==> config.mk <==
export PLATFORM = sky130hd
export DESIGN_NAME = multi_key_debounce_long_press_top
export DESIGN_NICKNAME = d
export VERILOG_FILES = /design/src/hdl/mkdlp_pkg.sv /design/src/hdl/multi_key_debounce_long_press_top.sv /design/src/hdl/mkdlp_lane.sv /design/src/hdl/mkdlp_merge.sv
export SDC_FILE = /design/constraint.sdc
export NUM_CORES = 1
export LEC_CHECK = 0
export BUFFER_PORTS_ARGS = -buffer_cell sky130_fd_sc_hd__buf_2
export CAP_MARGIN = 10
export CORE_MARGIN = 2
export CORE_UTILIZATION = 30
export CTS_BUF_LIST = sky130_fd_sc_hd__clkbuf_8
export CTS_CLUSTER_DIAMETER = 60
export CTS_CLUSTER_SIZE = 25
export DETAILED_ROUTE_END_ITERATION = 10
export GPL_TIMING_DRIVEN = 0
export PLACE_DENSITY = 0.51
export SYNTH_ARGS = -nofsm -noshare
export SYNTH_HDL_FRONTEND = slang
export SYNTH_SLANG_ARGS = --single-unit
==> constraint.sdc <==
create_clock -name clk -period 12.1 [get_ports clk]
set_input_delay 0.605 -clock clk [delete_from_list [all_inputs] [get_ports clk]]
set_output_delay 0.605 -clock clk [all_outputs]
set_load 0.1 [all_outputs]
==> src/hdl/mkdlp_pkg.sv <==
// Shared types and defaults for the multi-key debouncer with long-press detection.
// Used by the key lane, the event merger and the top level.
`default_nettype none
package mkdlp_pkg;

	localparam int NUM_KEYS_DEF   = 11;
	localparam int HOLD_W         = 16;
	localparam int HOLD_RESET     = 140;
	localparam int CFG_IDX_W      = 8;

	// Register indexes of the configuration port
	localparam logic [CFG_IDX_W-1:0] REG_LONG_PRESS  = 8'd0;
	localparam logic [CFG_IDX_W-1:0] REG_LOW_MASK    = 8'd1;

	typedef enum logic [1:0] {
		EV_PRESS   = 2'd0,
		EV_RELEASE = 2'd1,
		EV_LONG    = 2'd2,
		EV_NONE    = 2'd3
	} ev_kind_t;

	// What one key lane found on the current tick
	typedef struct packed {
		logic     hit;
		ev_kind_t kind;
		logic     stable;
	} lane_res_t;

endpackage
`default_nettype wire

==> src/hdl/multi_key_debounce_long_press_top.sv <==
// Multi-key debouncer with long-press events: top level with stream ports and config.
// Depends on mkdlp_pkg, mkdlp_lane and mkdlp_merge.
//
// Each accepted sample tick is debounced by one lane per key; the
// merger then sends one result per event in ascending key order, or one no-event
// result, each with the debounced mask and tlast on the tick's final result. The
// merger sends one result a cycle while the output is not stalled by m_tready; the
// next tick is taken in the cycle its predecessor's last result moves to the output
// register, so ticks with one event stream at one a cycle while the output is not
// stalled. The first tick after reset only primes the debounced state.
`default_nettype none
module multi_key_debounce_long_press_top #(
	parameter int NUM_KEYS = mkdlp_pkg::NUM_KEYS_DEF
) (
	input  wire logic                         clk,
	input  wire logic                         arst_n,
	// [NUM_KEYS-1:0] raw_levels, zero padded
	input  wire logic [((NUM_KEYS+7)/8)*8-1:0] s_tdata,
	input  wire logic                         s_tvalid,
	output logic                              s_tready,
	// [IDX_W-1:0] key_index, then pressed_mask, zero padded
	output logic [((NUM_KEYS+((NUM_KEYS>16)?$clog2(NUM_KEYS):4)+7)/8)*8-1:0] m_tdata,
	// [1:0] event_kind
	output logic [1:0]                        m_tuser,
	output logic                              m_tlast,
	output logic                              m_tvalid,
	input  wire logic                         m_tready,
	input  wire logic                         cfg_valid,
	output logic                              cfg_ready,
	input  wire logic [mkdlp_pkg::CFG_IDX_W-1:0] cfg_index,
	input  wire logic [((NUM_KEYS>16)?NUM_KEYS:16)-1:0] cfg_data
);
	import mkdlp_pkg::*;

	localparam int IDX_W  = (NUM_KEYS > 16) ? $clog2(NUM_KEYS) : 4;
	localparam int OUT_W  = ((NUM_KEYS + IDX_W + 7) / 8) * 8;
	localparam int PAD_W  = OUT_W - NUM_KEYS - IDX_W;

	logic [HOLD_W-1:0]   long_ticks_q;
	logic [NUM_KEYS-1:0] low_act_q;
	logic                primed_q;
	logic                in_load;
	logic                can_take;
	lane_res_t           lane_res [NUM_KEYS];
	logic [IDX_W-1:0]    out_idx;
	ev_kind_t            out_kind;
	logic [NUM_KEYS-1:0] out_mask;

	assign cfg_ready = 1'b1;
	assign s_tready  = can_take;
	assign in_load   = s_tvalid && can_take;

	always_ff @(posedge clk or negedge arst_n) begin
		if (!arst_n) begin
			long_ticks_q <= HOLD_W'(HOLD_RESET);
			low_act_q    <= '1;
		end else if (cfg_valid) begin
			case (cfg_index)
				REG_LONG_PRESS: long_ticks_q <= cfg_data[HOLD_W-1:0];
				REG_LOW_MASK:   low_act_q    <= cfg_data[NUM_KEYS-1:0];
				default: ;
			endcase
		end
	end

	always_ff @(posedge clk or negedge arst_n) begin
		if (!arst_n) begin
			primed_q <= 1'b0;
		end else if (in_load) begin
			primed_q <= 1'b1;
		end
	end

	for (genvar k = 0; k < NUM_KEYS; k++) begin : g_lane
		mkdlp_lane u_lane (
			.clk        (clk),
			.arst_n     (arst_n),
			.load       (in_load),
			.primed     (primed_q),
			.level      (s_tdata[k]),
			.low_act    (low_act_q[k]),
			.threshold  (long_ticks_q),
			.res        (lane_res[k])
		);
	end

	mkdlp_merge #(
		.NUM_KEYS (NUM_KEYS),
		.IDX_W    (IDX_W)
	) u_merge (
		.clk       (clk),
		.arst_n    (arst_n),
		.load      (in_load),
		.lane_res  (lane_res),
		.can_take  (can_take),
		.out_valid (m_tvalid),
		.out_ready (m_tready),
		.out_idx   (out_idx),
		.out_kind  (out_kind),
		.out_mask  (out_mask),
		.out_last  (m_tlast)
	);

	if (PAD_W > 0) begin : g_pad
		assign m_tdata = {{PAD_W{1'b0}}, out_mask, out_idx};
	end else begin : g_nopad
		assign m_tdata = {out_mask, out_idx};
	end
	assign m_tuser = out_kind;

`ifndef SYNTHESIS
	// A no-event result stands alone for its tick
	a_none_last: assert property (@(posedge clk) disable iff (!arst_n)
		m_tvalid && (m_tuser == EV_NONE) |-> m_tlast && (out_idx == '0))
		else $error("no-event result without tlast or with nonzero key");

	a_idx_range: assert property (@(posedge clk) disable iff (!arst_n)
		m_tvalid |-> (32'(out_idx) < NUM_KEYS))
		else $error("key index out of range");

	// The first tick after reset never produces an event
	a_prime_quiet: assert property (@(posedge clk) disable iff (!arst_n)
		in_load && !primed_q |=> !(u_merge.pend_vec_q != '0))
		else $error("priming tick produced events");
`endif

endmodule
`default_nettype wire

==> src/hdl/mkdlp_lane.sv <==
// Per-key debounce lane: two-sample agreement, hold counter and long-press flag.
// Depends on mkdlp_pkg.
`default_nettype none
module mkdlp_lane (
	input  wire logic                       clk,
	input  wire logic                       arst_n,
	input  wire logic                       load,
	input  wire logic                       primed,
	input  wire logic                       level,
	input  wire logic                       low_act,
	input  wire logic [mkdlp_pkg::HOLD_W-1:0] threshold,
	output mkdlp_pkg::lane_res_t            res
);
	import mkdlp_pkg::*;

	logic              prev_q;
	logic              stable_q;
	logic [HOLD_W-1:0] hold_q;
	logic              long_q;

	logic              smp;
	logic              vote;
	logic [HOLD_W-1:0] hold_inc;

	assign smp      = level ^ low_act;
	assign vote     = (smp == prev_q) ? smp : stable_q;
	assign hold_inc = (hold_q < threshold) ? hold_q + 1'b1 : hold_q;

	always_comb begin
		res.hit    = 1'b0;
		res.kind   = EV_NONE;
		res.stable = stable_q;
		if (!primed) begin
			res.stable = smp;
		end else if (vote != stable_q) begin
			res.hit    = 1'b1;
			res.kind   = vote ? EV_PRESS : EV_RELEASE;
			res.stable = vote;
		end else if (vote && !long_q && hold_inc >= threshold) begin
			res.hit  = 1'b1;
			res.kind = EV_LONG;
		end
	end

	always_ff @(posedge clk or negedge arst_n) begin
		if (!arst_n) begin
			prev_q   <= 1'b0;
			stable_q <= 1'b0;
			hold_q   <= '0;
			long_q   <= 1'b0;
		end else if (load) begin
			prev_q <= smp;
			if (!primed) begin
				stable_q <= smp;
				hold_q   <= '0;
				long_q   <= 1'b0;
			end else if (vote != stable_q) begin
				stable_q <= vote;
				hold_q   <= '0;
				if (vote) begin
					long_q <= 1'b0;
				end
			end else if (vote) begin
				hold_q <= hold_inc;
				if (!long_q && hold_inc >= threshold) begin
					long_q <= 1'b1;
				end
			end
		end
	end

endmodule
`default_nettype wire

==> src/hdl/mkdlp_merge.sv <==
// Event merger: holds one tick's lane results and sends them out lowest key first.
// Depends on mkdlp_pkg; fed by the mkdlp_lane instances in the top level.
`default_nettype none
module mkdlp_merge #(
	parameter int NUM_KEYS = mkdlp_pkg::NUM_KEYS_DEF,
	parameter int IDX_W    = 4
) (
	input  wire logic                  clk,
	input  wire logic                  arst_n,
	input  wire logic                  load,
	input  wire mkdlp_pkg::lane_res_t  lane_res [NUM_KEYS],
	output logic                       can_take,
	output logic                       out_valid,
	input  wire logic                  out_ready,
	output logic [IDX_W-1:0]           out_idx,
	output mkdlp_pkg::ev_kind_t        out_kind,
	output logic [NUM_KEYS-1:0]        out_mask,
	output logic                       out_last
);
	import mkdlp_pkg::*;

	localparam int SEL_W = (NUM_KEYS > 1) ? $clog2(NUM_KEYS) : 1;

	logic                pend_valid_q;
	logic [NUM_KEYS-1:0] pend_vec_q;
	ev_kind_t            pend_kind_q [NUM_KEYS];
	logic [NUM_KEYS-1:0] pend_mask_q;

	logic                out_valid_q;
	logic [IDX_W-1:0]    out_idx_q;
	ev_kind_t            out_kind_q;
	logic [NUM_KEYS-1:0] out_mask_q;
	logic                out_last_q;

	logic [SEL_W-1:0]    sel;
	logic [NUM_KEYS-1:0] rest;
	logic                any_ev;
	logic                out_load;
	logic                pend_done;

	// Lowest pending key wins
	always_comb begin
		sel = '0;
		for (int i = NUM_KEYS - 1; i >= 0; i--) begin
			if (pend_vec_q[i]) begin
				sel = SEL_W'(i);
			end
		end
	end

	assign any_ev    = |pend_vec_q;
	assign rest      = pend_vec_q & (pend_vec_q - 1'b1);
	assign out_load  = pend_valid_q && (!out_valid_q || out_ready);
	assign pend_done = out_load && (rest == '0);
	assign can_take  = !pend_valid_q || pend_done;

	always_ff @(posedge clk or negedge arst_n) begin
		if (!arst_n) begin
			pend_valid_q <= 1'b0;
			pend_vec_q   <= '0;
		end else if (load) begin
			pend_valid_q <= 1'b1;
			for (int i = 0; i < NUM_KEYS; i++) begin
				pend_vec_q[i] <= lane_res[i].hit;
			end
		end else if (pend_done) begin
			pend_valid_q <= 1'b0;
			pend_vec_q   <= '0;
		end else if (out_load) begin
			pend_vec_q <= rest;
		end
	end

	always_ff @(posedge clk) begin
		if (load) begin
			for (int i = 0; i < NUM_KEYS; i++) begin
				pend_kind_q[i] <= lane_res[i].kind;
				pend_mask_q[i] <= lane_res[i].stable;
			end
		end
	end

	always_ff @(posedge clk or negedge arst_n) begin
		if (!arst_n) begin
			out_valid_q <= 1'b0;
		end else if (out_load) begin
			out_valid_q <= 1'b1;
		end else if (out_ready) begin
			out_valid_q <= 1'b0;
		end
	end

	always_ff @(posedge clk) begin
		if (out_load) begin
			out_idx_q  <= any_ev ? IDX_W'(sel) : '0;
			out_kind_q <= any_ev ? pend_kind_q[sel] : EV_NONE;
			out_mask_q <= pend_mask_q;
			out_last_q <= (rest == '0);
		end
	end

	assign out_valid = out_valid_q;
	assign out_idx   = out_idx_q;
	assign out_kind  = out_kind_q;
	assign out_mask  = out_mask_q;
	assign out_last  = out_last_q;

endmodule
`default_nettype wire
Word level (Yosys, flattened, before mapping)
Memory sizes are Yosys's and may differ from the RTL's. A register that Yosys moved wholly into a read port is not among the register bits.
Cells that the tools add are included.
Storage, ports and cells
  flip-flop bits (word level): 277
  bits in writable memories: 22
  bits of input ports: 45
  logic and storage cells: 435
  memories kept: 1
Cells by class
  add/sub/neg operators: 12
  order comparisons: 22
  eq/ne operators: 56
  mux-type cells: 196
  bitwise gates (word level): 12
  reductions and logical operators: 82
Memories
  u_merge.pend_kind_q: words 11, width 2, rd ports 1, clocked after memory_dff 1, write ports 11, line mkdlp_merge.sv:26  | ev_kind_t pend_kind_q [NUM_KEYS];
Operator list (number)
  $mux 16: 44
  $add 16x1->16 const B: 11
  $ge 16x16->1: 11
  $lt 16x16->1: 11
  $mux 1: 105
  $mux 3: 33
  $ne 3x1->1 const B: 22
  $mux 4: 11
  $logic_and 1x1->1: 36
  $mux 11: 3
  $reduce_and 3->1: 11
  $reduce_and 2->1: 13
  $ne 2x1->1 const B: 11
  $logic_not 1->1: 14
  $and 11x11->11: 1
  $eq 1x1->1: 11
  $logic_not 11->1: 1
  $ne 1x1->1: 11
  $reduce_or 11->1: 1
  $sub 11x1->11 const B: 1
  $xor 1x1->1: 11
  $eq 8x1->1 const B: 1
  $logic_not 8->1: 1
  $reduce_bool 2->1: 2
  other kinds (2): 3

Longest topological paths before layout
Gate-level depths: netlist of the first run.
  word-level depth: 11
  gate-level depth with buffers: 20
  mapped depth without buffers: 18

By module
A second synthesis of the first run with hierarchy kept.
Second synthesis, totals
  cell total of the unflattened synthesis: 3126
  area total of the unflattened synthesis: 27471.3 um^2
Modules (own cells, without submodules)
  mkdlp_lane at g_lane[0].u_lane ...: times used 9, cells an instance 262, area an instance 2163.3 um^2, sequential area each 475.5 um^2
  mkdlp_merge: times used 1, cells an instance 185, area an instance 2620.0 um^2, sequential area each 1856.8 um^2
  mkdlp_lane at g_lane[9].u_lane: times used 1, cells an instance 262, area an instance 2110.8 um^2, sequential area each 475.5 um^2
  mkdlp_lane at g_lane[4].u_lane: times used 1, cells an instance 253, area an instance 2104.5 um^2, sequential area each 475.5 um^2
  multi_key_debounce_long_press_top: times used 1, cells an instance 68, area an instance 1166.1 um^2, sequential area each 718.2 um^2

Worst setup path after synthesis of the first run
Ideal clock, no wire load.
  kind: register -> register
  start: register long_ticks_q[1]
  end: register u_merge.pend_vec_q[10]
  arrival: 4306 ps
  setup slack: 7673 ps
  cell stages (with the launch flop): 19
  period minus slack after synthesis: 4427 ps
  cells stage by stage: dfrtp_1 > inv_1 > ha_1 > a2111oi_0 > o211ai_1 > a21oi_1 > and4_1 > clkbuf_1 > nand3_1 > xnor2_1 > ha_1 > a21oi_1 > o21ai_0 > a2111oi_0 > o21ai_0 > a311o_1 > nand3_1 > nand2_1 > a32o_1
Between the ends
  longest elaborated chain between the ends: 8
Ends and longest elaborated chain
  start: declaration: line multi_key_debounce_long_press_top.sv:39  | logic [HOLD_W-1:0] long_ticks_q;
  start signal: assignment: line multi_key_debounce_long_press_top.sv:55  | long_ticks_q <= HOLD_W'(HOLD_RESET);
  start signal: assignment: line multi_key_debounce_long_press_top.sv:59  | REG_LONG_PRESS: long_ticks_q <= cfg_data[HOLD_W-1:0];
  $lt 16x16->1: line mkdlp_lane.sv:27  | assign hold_inc = (hold_q < threshold) ? hold_q + 1'b1 : hold_q;
  $mux 16: line mkdlp_lane.sv:27
  $ge 16x16->1 *: line mkdlp_lane.sv:39  | end else if (vote && !long_q && hold_inc >= threshold) begin
  $logic_and 1x1->1 *: line mkdlp_lane.sv:39
  $mux 3 *: line mkdlp_lane.sv:39
  $mux 3 *: line mkdlp_lane.sv:35  | end else if (vote != stable_q) begin
  $mux 3 *: line mkdlp_lane.sv:33  | if (!primed) begin
  $mux 11 *: line mkdlp_merge.sv:61  | end else if (load) begin
  end signal: indexed assignment: line mkdlp_merge.sv:64  | pend_vec_q[i] <= lane_res[i].hit;
  end signal: assignment: line mkdlp_merge.sv:70  | pend_vec_q <= rest;
  end: declaration: line mkdlp_merge.sv:25  | logic [NUM_KEYS-1:0] pend_vec_q;
Every way passes the cells marked *; elsewhere a longest branch is shown, timed or not.
A chain may end at the register's enable or synchronous reset.

Final worst setup path of the first run
  start: register long_ticks_q[0]
  end: register u_merge.pend_vec_q[5]
The elaborated chain is that of the path after synthesis.

==> run summary, run 1 <==
Root Driver: clkbuf_8
Post-route DRC: 0
R2R setup slack: 5860 ps
CTS tree: yes
Worst IR Drop VDD: 0.000110 V
Instance count on the critical path: 19
Worst-path fanout max: 14
Crit-path cells: clkbuf_1, buf_8, nand2b_1, a2111oi_0, or4_1, nand2_1, nor3_1, clkbuf_1, nand3_1, xnor2_1, ha_1, a21o_1, a21o_1, a21oi_1, o211ai_1, a221oi_1, nor2_1, a21oi_1, o21ai_0
Most numerous cell in the Yosys netlist: ha_1
Crit share post-route: 0.515
Die area: 83800 um^2
CP max stage cell: dfrtp_1
Tmin final: 6240 ps
Via-to-Cell Ratio: 5.45
FFs w/ async S/R, synth: 0.831
WL per Instance: 19.8 um
Port Buffers: 59
Setup crit start: long_ticks_q[0]
Io pins: 67
Placed Cells incl. Taps: 3880
Post-CTS Resized: 0
Mean Syn Cell Area: 8.87 um^2
GRT overflow: 0
H-tree depth: 2
Core region area: 80700 um^2
Setup tns final: 0 ps
CP Launch Type: register
Final Hold Vio Count: 0
Worst Hold Class: in2reg
Crit-path max cell delay: 1150 ps
Nets@finish: 3262
Clock transition at the registers of the reported paths: 120 ps
RSZ-0062 raised after global routing: no
Share of cells above drive strength 1: 0.0873
TritonCTS buffer count: 42
Storage cell area: 7800 um^2
Clock tree buffer depth: 3
EDFF count, synth: 51
Reg2reg start: long_ticks_q[0]
Status: completed
Multi-input gate area: 15900 um^2
P per Cell Area: 160 nW/um^2
TritonCTS Sinks: 301
Worst-Margin Slew: 1200 ps
Largest area contributor in the netlist: dfrtp_1
GPL Wtd Cong: 0.825
Clock insertion delay at the later pin of the skew report: 670 ps
Area share of the largest cell type after synthesis: 0.241
Fill count: 8527
Synth-to-Final Area Change: 11.5%
Worst Path Required: 12660 ps
Static leakage: 12.7 nW
Initial antenna violation count: 2
Final Slew Violations: 0
Die width: 290 um
Seq/Total Area, Yosys: 0.319
Initial Util: 0.303
# rows: 104
Mapped Cells: 2756
Setup CP Type: reg2reg
Cells on worst reg2reg path: 19
Via count: 21600
Cell Area, Synth: 24500 um^2
1st-pass router iterations: 5
# Max-Cap Violations: 0
Worst Setup End Kind: register
Relative max-transition margin: 0.198
Delay-heaviest family, CP: compound AO/OA/AOI/OAI gates
DR iter-0 viols: 1537
Global-route wire length before repair: 122000 um
CP arrival: 6790 ps
Largest net degree at the start of global routing: 102
Ys Warns: 0
Setup crit end: u_merge.pend_vec_q[5]
Top_reg_cell synth: dfrtp_1
Number of global-route vias before repair: 20500
Final Non-Filler Cells: 3960
DP HPWL: 54000 um
Die height: 290 um
Drt total wl: 78500 um
CP Buf/Inv Count: 3
R2r endpoint: u_merge.pend_vec_q[5]
Library cells used by synthesis: 90
Yosys reg bits: 301
Net Count, Synth: 3153
Worst Clk Skew: 58.0 ps
Gr usage total: 0.187
Fmax: 160 MHz
DRT antenna net count: 0
Synth area leaders: dfrtp_1 (24%), ha_1 (18%), edfxtp_1 (6.3%)
Commonest cells in the netlist: ha_1 (352), nand2_1 (316), o21ai_0 (292), dfrtp_1 (236), a21oi_1 (201)
Setup-failing EPs final: 0
cell usage in the layout (no fill, tap or decap), types with 10 or more instances in the layout:
cell type  netlist  final
a32o_1          12     12
nor2b_1         21     21
nor3_1          32     32
o21ai_1         28     28
nand2b_1        22     22
and2_1          19     19
edfxtp_1        51     51
nor2_1         123    123
o41ai_1         12     12
o31ai_1        103    103
and3_1          62     62
nand3_1         95     95
xnor2_1        129    129
a41oi_1         11     11
inv_1           54     39
clkbuf_1        89     88
clkinv_8         0     15
a31oi_1         73     73
o21a_1          17     17
buf_2           11     69
dfstp_2         14     14
nor3b_1         10     10
and4_1          15     15
xor2_1          47     47
dfrtp_1        236    236
o21ai_0        292    292
o21bai_1        11     11
a21o_1          46     46
a211oi_1        19     19
buf_6           10     10
ha_1           352    352
a21oi_1        201    201
inv_2            1     16
nand2_1        316    316
clkbuf_8         0     46
nand4_1         49     49
mux2_2          27     27
cell type report:
type	count	share of cell area
inverters	55	0.00757
diodes	1	0.0000918
multi-input cells	2283	0.584
well taps	1060	0.0486
plain buffers	117	0.0197
clock inverters	32	0.0157
clock buffers	46	0.0232
flip-flops and latches	301	0.286
repair buffers	65	0.0151
worst min-delay path by stage:
stage / start / depth (start not counted) / to
global placement: u_merge.pend_mask_q[4] / 0 / u_merge.out_mask[4]
finish: cfg_data[15] / 3 / long_ticks_q[15]
detailed placement: u_merge.pend_mask_q[4] / 0 / u_merge.out_mask[4]
global route: cfg_data[15] / 3 / long_ticks_q[15]
floorplan: arst_n / 0 / g_lane[0].u_lane.hold_q[0]
CTS: cfg_data[15] / 3 / long_ticks_q[15]
worst reg2reg max path, stage by stage (launching register included):
cell and delay, ps:
dfrtp_1 1150, clkbuf_1 600, buf_8 240, nand2b_1 80
a2111oi_0 450, or4_1 200, nand2_1 110, nor3_1 420
clkbuf_1 460, nand3_1 200, xnor2_1 220, ha_1 270
a21o_1 180, a21o_1 170, a21oi_1 170, o211ai_1 180
a221oi_1 650, nor2_1 100, a21oi_1 200, o21ai_0 90
stage by stage:
stage	hold WS (ps)	utilization	power [W]	setup slack, ps	cell area, um^2
after floorplan	309	-	0.00275	7670	24500
after global routing	124	0.338	0.00468	5430	27300
final	148	0.338	0.00437	5860	27300
after CTS	93.6	0.338	0.00440	5830	27300
after detailed placement	406	0.325	0.00337	5820	26200
after global placement	402	0.323	0.00336	4890	26100
routing by layer:
layer	share of wire	up-vias	track usage	routed length (um)
met5	0	-	0	0
met1	0.49	10400	0.273	38700
met4	0.023	0	0.0487	1800
met2	0.44	509	0.294	34400
li1	-	10600	-	-
met3	0.046	107	0.0209	3620
state kept, by name (all words and copies together), names as in the netlist:
signal,flops
g_lane.u_lane.stable_q,11
u_merge.pend_kind_q,22
u_merge.out_mask,11
low_act_q,11
u_merge.out_last,1
g_lane.u_lane.prev_q,11
u_merge.out_kind,2
g_lane.u_lane.hold_q,176
u_merge.out_valid,1
g_lane.u_lane.long_q,11
u_merge.pend_valid_q,1
u_merge.pend_vec_q,11
u_merge.out_idx,4
u_merge.pend_mask_q,11
primed_q,1
long_ticks_q,16
kinds of logic (layout without fill, tap and decap cells):
family,after synthesis,in the layout,share of synthesized area
AO/OA/AOI/OAI,896,896,0.226
AND/OR/NAND/NOR,821,821,0.165
adder cells (fa/ha/maj),354,354,0.181
flip-flops,301,301,0.319
XOR/XNOR,176,176,0.0630
buffers and inverters,172,315,0.0303
multiplexers,34,34,0.0153
other,2,3,0.000307
where the power goes:
group / switching (W) / leakage (nW) / total, W / internal [W]
registers: 0.000205 / 3.76 / 0.00147 / 0.00127
logic: 0.00132 / 8.45 / 0.00189 / 0.000572
clock network: 0.000593 / 0.522 / 0.00101 / 0.000417
timing repair:
item,in CTS,in global routing
endpoints found under the hold margin,67,0
hold buffers,1,0
buffers inserted,0,0
Power figures use the tool's default switching activity.
==> run 2, diff against run 1 <==
--- a/config.mk
+++ b/config.mk
@@ -5,6 +5,7 @@
 export SDC_FILE = /design/constraint.sdc
 export NUM_CORES = 1
 export LEC_CHECK = 0
+export ABC_AREA = 1
 export BUFFER_PORTS_ARGS = -buffer_cell sky130_fd_sc_hd__buf_2
 export CAP_MARGIN = 10
 export CORE_MARGIN = 2
@@ -14,7 +15,7 @@
 export CTS_CLUSTER_SIZE = 25
 export DETAILED_ROUTE_END_ITERATION = 10
 export GPL_TIMING_DRIVEN = 0
-export PLACE_DENSITY = 0.51
+export PLACE_DENSITY = 0.53
 export SYNTH_ARGS = -nofsm -noshare
 export SYNTH_HDL_FRONTEND = slang
 export SYNTH_SLANG_ARGS = --single-unit
==> constraint.sdc (replaced) <==
create_clock -name clk -period 5.1 [get_ports clk]
set_input_delay 0.255 -clock clk [delete_from_list [all_inputs] [get_ports clk]]
set_output_delay 0.255 -clock clk [all_outputs]
set_load 0.1 [all_outputs]
==> run summary, run 2 <==
Commonest non-fill, non-tap cell in the layout: nand2_1
Reg2reg start: long_ticks_q[1]
Net Count, Synth: 4377
DR iter-0 viols: 1622
Port Buffers: 59
Global-route wire length before repair: 135000 um
CP Launch Type: register
Largest net degree at the start of global routing: 102
Top layer in use: met4
Clock insertion delay at the later pin of the skew report: 670 ps
1st-pass router iterations: 7
Most common cell on crit path: nand2_1
DP HPWL: 60500 um
Share of cells above drive strength 1: 0.0654
Die area: 93200 um^2
Postcts setup bufs: 0
Cell Area, Synth: 27200 um^2
RSZ-0062 raised after global routing: no
Metal3 WL: 3060 um
Initial antenna violation count: 1
Via-to-Cell Ratio: 4.74
HP Start: s_tdata[10]
Synth-to-Final Area Change: 12.4%
Most frequent cells in the layout: nand2_1 (1297), inv_1 (541), nand3_1 (415), ha_1 (352), nor2_1 (239)
Crit share post-route: 0.920
Status: completed
Die height: 305 um
Io pins: 67
Crit-path cells: clkinvlp_4, ha_1, o21ai_0, nand2_1, nand3_1, nand2_1, nand2_1, nand2_1, nand2_1, nand2_1, buf_2, nand2_1, nand2_1, inv_1, ha_1, nand2_1, nor4_1, nand3_1, nand3_1, nand2_1, a21oi_1, nand2_1
Met2 routed WL: 38200 um
TritonCTS buffer count: 46
# rows: 110
DP Worst Slack: 32.9 ps
Clock transition at the registers of the reported paths: 100 ps
Worst Hold Class: in2reg
CTS tree: yes
Area share of the largest cell type after synthesis: 0.217
Library cells used by synthesis: 42
WL per Instance: 15.9 um
Initial Util: 0.303
Core region area: 90000 um^2
Ys Warns: 0
EDFF count, synth: 51
Synth area leaders: dfrtp_1 (22%), nand2_1 (18%), ha_1 (16%)
Setup WS post-layout: 408 ps
Clock tree buffer depth: 3
TritonCTS Sinks: 301
Final Non-Filler Cells: 5336
Setup-failing EPs final: 0
# Max-Cap Violations: 0
Biggest register: g_lane.u_lane.hold_q
DRT antenna net count: 0
Worst-path fanout max: 11
Placed Cells incl. Taps: 5223
Fill count: 9789
Hold Path End: g_lane[10].u_lane.prev_q
Tmin final: 4690 ps
Nets@finish: 4519
Largest area contributor in the netlist: dfrtp_1
Via count: 25300
GPL Wtd Cong: 0.879
R2r endpoint: u_merge.pend_kind_q[10][0]
FFs w/ async S/R, synth: 0.831
Post-layout util: 0.340
Root Driver: clkbuf_8
Cells on worst reg2reg path: 22
CP arrival: 5110 ps
Largest register FFs: 176
Seq/Total Area, Yosys: 0.287
Mean Syn Cell Area: 6.84 um^2
Worst-Margin Slew: 1170 ps
Post-route DRC: 0
Wire length on met1: 41600 um
CP max stage cell: nor4_1
Delay-heaviest family, CP: simple AND/OR/NAND/NOR gates
Die width: 305 um
Worst Setup End Kind: register
Most numerous cell in the Yosys netlist: nand2_1
# diodes: 0
Relative max-transition margin: 0.218
Yosys reg bits: 301
Gr usage total: 0.181
Worst Clk Skew: 35.6 ps
Mapped Cells: 3980
Final Hold Vio Count: 0
Final Slew Violations: 0
Top_reg_cell synth: dfrtp_1
Number of global-route vias before repair: 24200
Hold path cells: 4
Drt total wl: 84900 um
R2R setup slack: 410 ps
Worst Path Required: 5520 ps
Crit-path max cell delay: 540 ps
Top flop regs: g_lane.u_lane.hold_q: 176 flops, u_merge.pend_kind_q: 22 flops, long_ticks_q: 16 flops
Commonest cells in the netlist: nand2_1 (1297), inv_1 (552), nand3_1 (415), ha_1 (352), nor2_1 (239)
Setup CP Type: reg2reg
H-tree depth: 2
Fmax: 213 MHz
GRT overflow: 0
CP Buf/Inv Count: 3
## run 2: cell types whose count changed in the layout (fill, tap and decap cells not counted), moves of 45 or more
cell and change:
inv_1 +502, nor2_1 +116, xor2_1 +104, o31ai_1 -103
a21oi_1 -47, and3_1 -62, a31oi_1 -73, o21ai_0 -134
xnor2_1 -118, nand3_1 +320, a21o_1 -45, nand2_1 +981
## run 2: worst max path at each step
stage | startpoint | end | cells past startpoint | slack (ps)
finish | long_ticks_q[1] | u_merge.pend_kind_q[10][0] | 22 | 410
global route | long_ticks_q[9] | u_merge.pend_kind_q[10][0] | 21 | 20
CTS | long_ticks_q[0] | u_merge.pend_kind_q[10][0] | 21 | 200
detailed placement | long_ticks_q[0] | u_merge.pend_kind_q[10][0] | 22 | 30
global placement | arst_n | g_lane[0].u_lane.hold_q[10] | 1 | -1680
floorplan | long_ticks_q[9] | u_merge.pend_kind_q[10][0] | 19 | 1490
## run 2: repair_timing
action | 4_1_cts | 5_1_grt
hold buffers | 26 | 0
setup endpoints to repair | 1 | 4
endpoints found under the hold margin | 119 | 0
pin swaps | 0 | 0
resized for setup | 1 | 6
gates cloned | 0 | 1
## run 2: final cells by class
class                           instances  area [um^2]  share of cell area
Multi-Input combinational cell       3025        16800               0.550
Sequential cell                       301         7810               0.255
Inverter                              561         2120              0.0692
Tap cell                             1176         1470              0.0481
Timing Repair Buffer                   93          763              0.0249
Clock buffer                           49          674              0.0220
Buffer                                 93          497              0.0162
Clock inverter                         37          443              0.0145
Timing Repair inverter                  1         5.00            0.000164
## run 2: worst register-to-register path, stage by stage, from the launching register on
cell,delay (ps)
dfrtp_1,480
clkinvlp_4,470
ha_1,470
o21ai_0,70
nand2_1,80
nand3_1,70
nand2_1,100
nand2_1,60
nand2_1,60
nand2_1,180
nand2_1,260
buf_2,310
nand2_1,80
nand2_1,60
inv_1,50
ha_1,290
nand2_1,80
nor4_1,540
nand3_1,140
nand3_1,170
nand2_1,60
a21oi_1,280
nand2_1,80
## run 2: cell families (layout without fill, tap and decap cells)
group / after synthesis / after routing / synth area share
AO/OA/AOI/OAI: 401 / 401 / 0.0786
adder cells (fa/ha/maj): 352 / 352 / 0.162
AND/OR/NAND/NOR: 2103 / 2103 / 0.323
buffers and inverters: 654 / 834 / 0.0957
flip-flops: 301 / 301 / 0.287
XOR/XNOR: 162 / 162 / 0.0521
other: 2 / 2 / 0.000276
multiplexers: 5 / 5 / 0.00207
## run 2: per-stage QoR
| stage | hold slack, ps | setup TNS, ps | area (um^2) |
|---|---|---|---|
| floorplan | -40.6 | 0 | 27200 |
| global placement | 402 | -387880 | 29000 |
| detailed placement | 332 | 0 | 29200 |
| CTS | 5.89 | 0 | 30600 |
| global route | 41.6 | 0 | 30600 |
| finish | 63.8 | 0 | 30600 |
## run 2: metal layers
| layer | track usage | up-vias |
|---|---|---|
| met4 | 0.0462 | 0 |
| met3 | 0.0179 | 99 |
| met1 | 0.255 | 11600 |
| met2 | 0.294 | 408 |
| met5 | 0 | - |
| li1 | - | 13100 |
Power of run 2 is not shown: default switching activity piles up to over one toggle a cycle in this logic, so the estimate is an artifact.
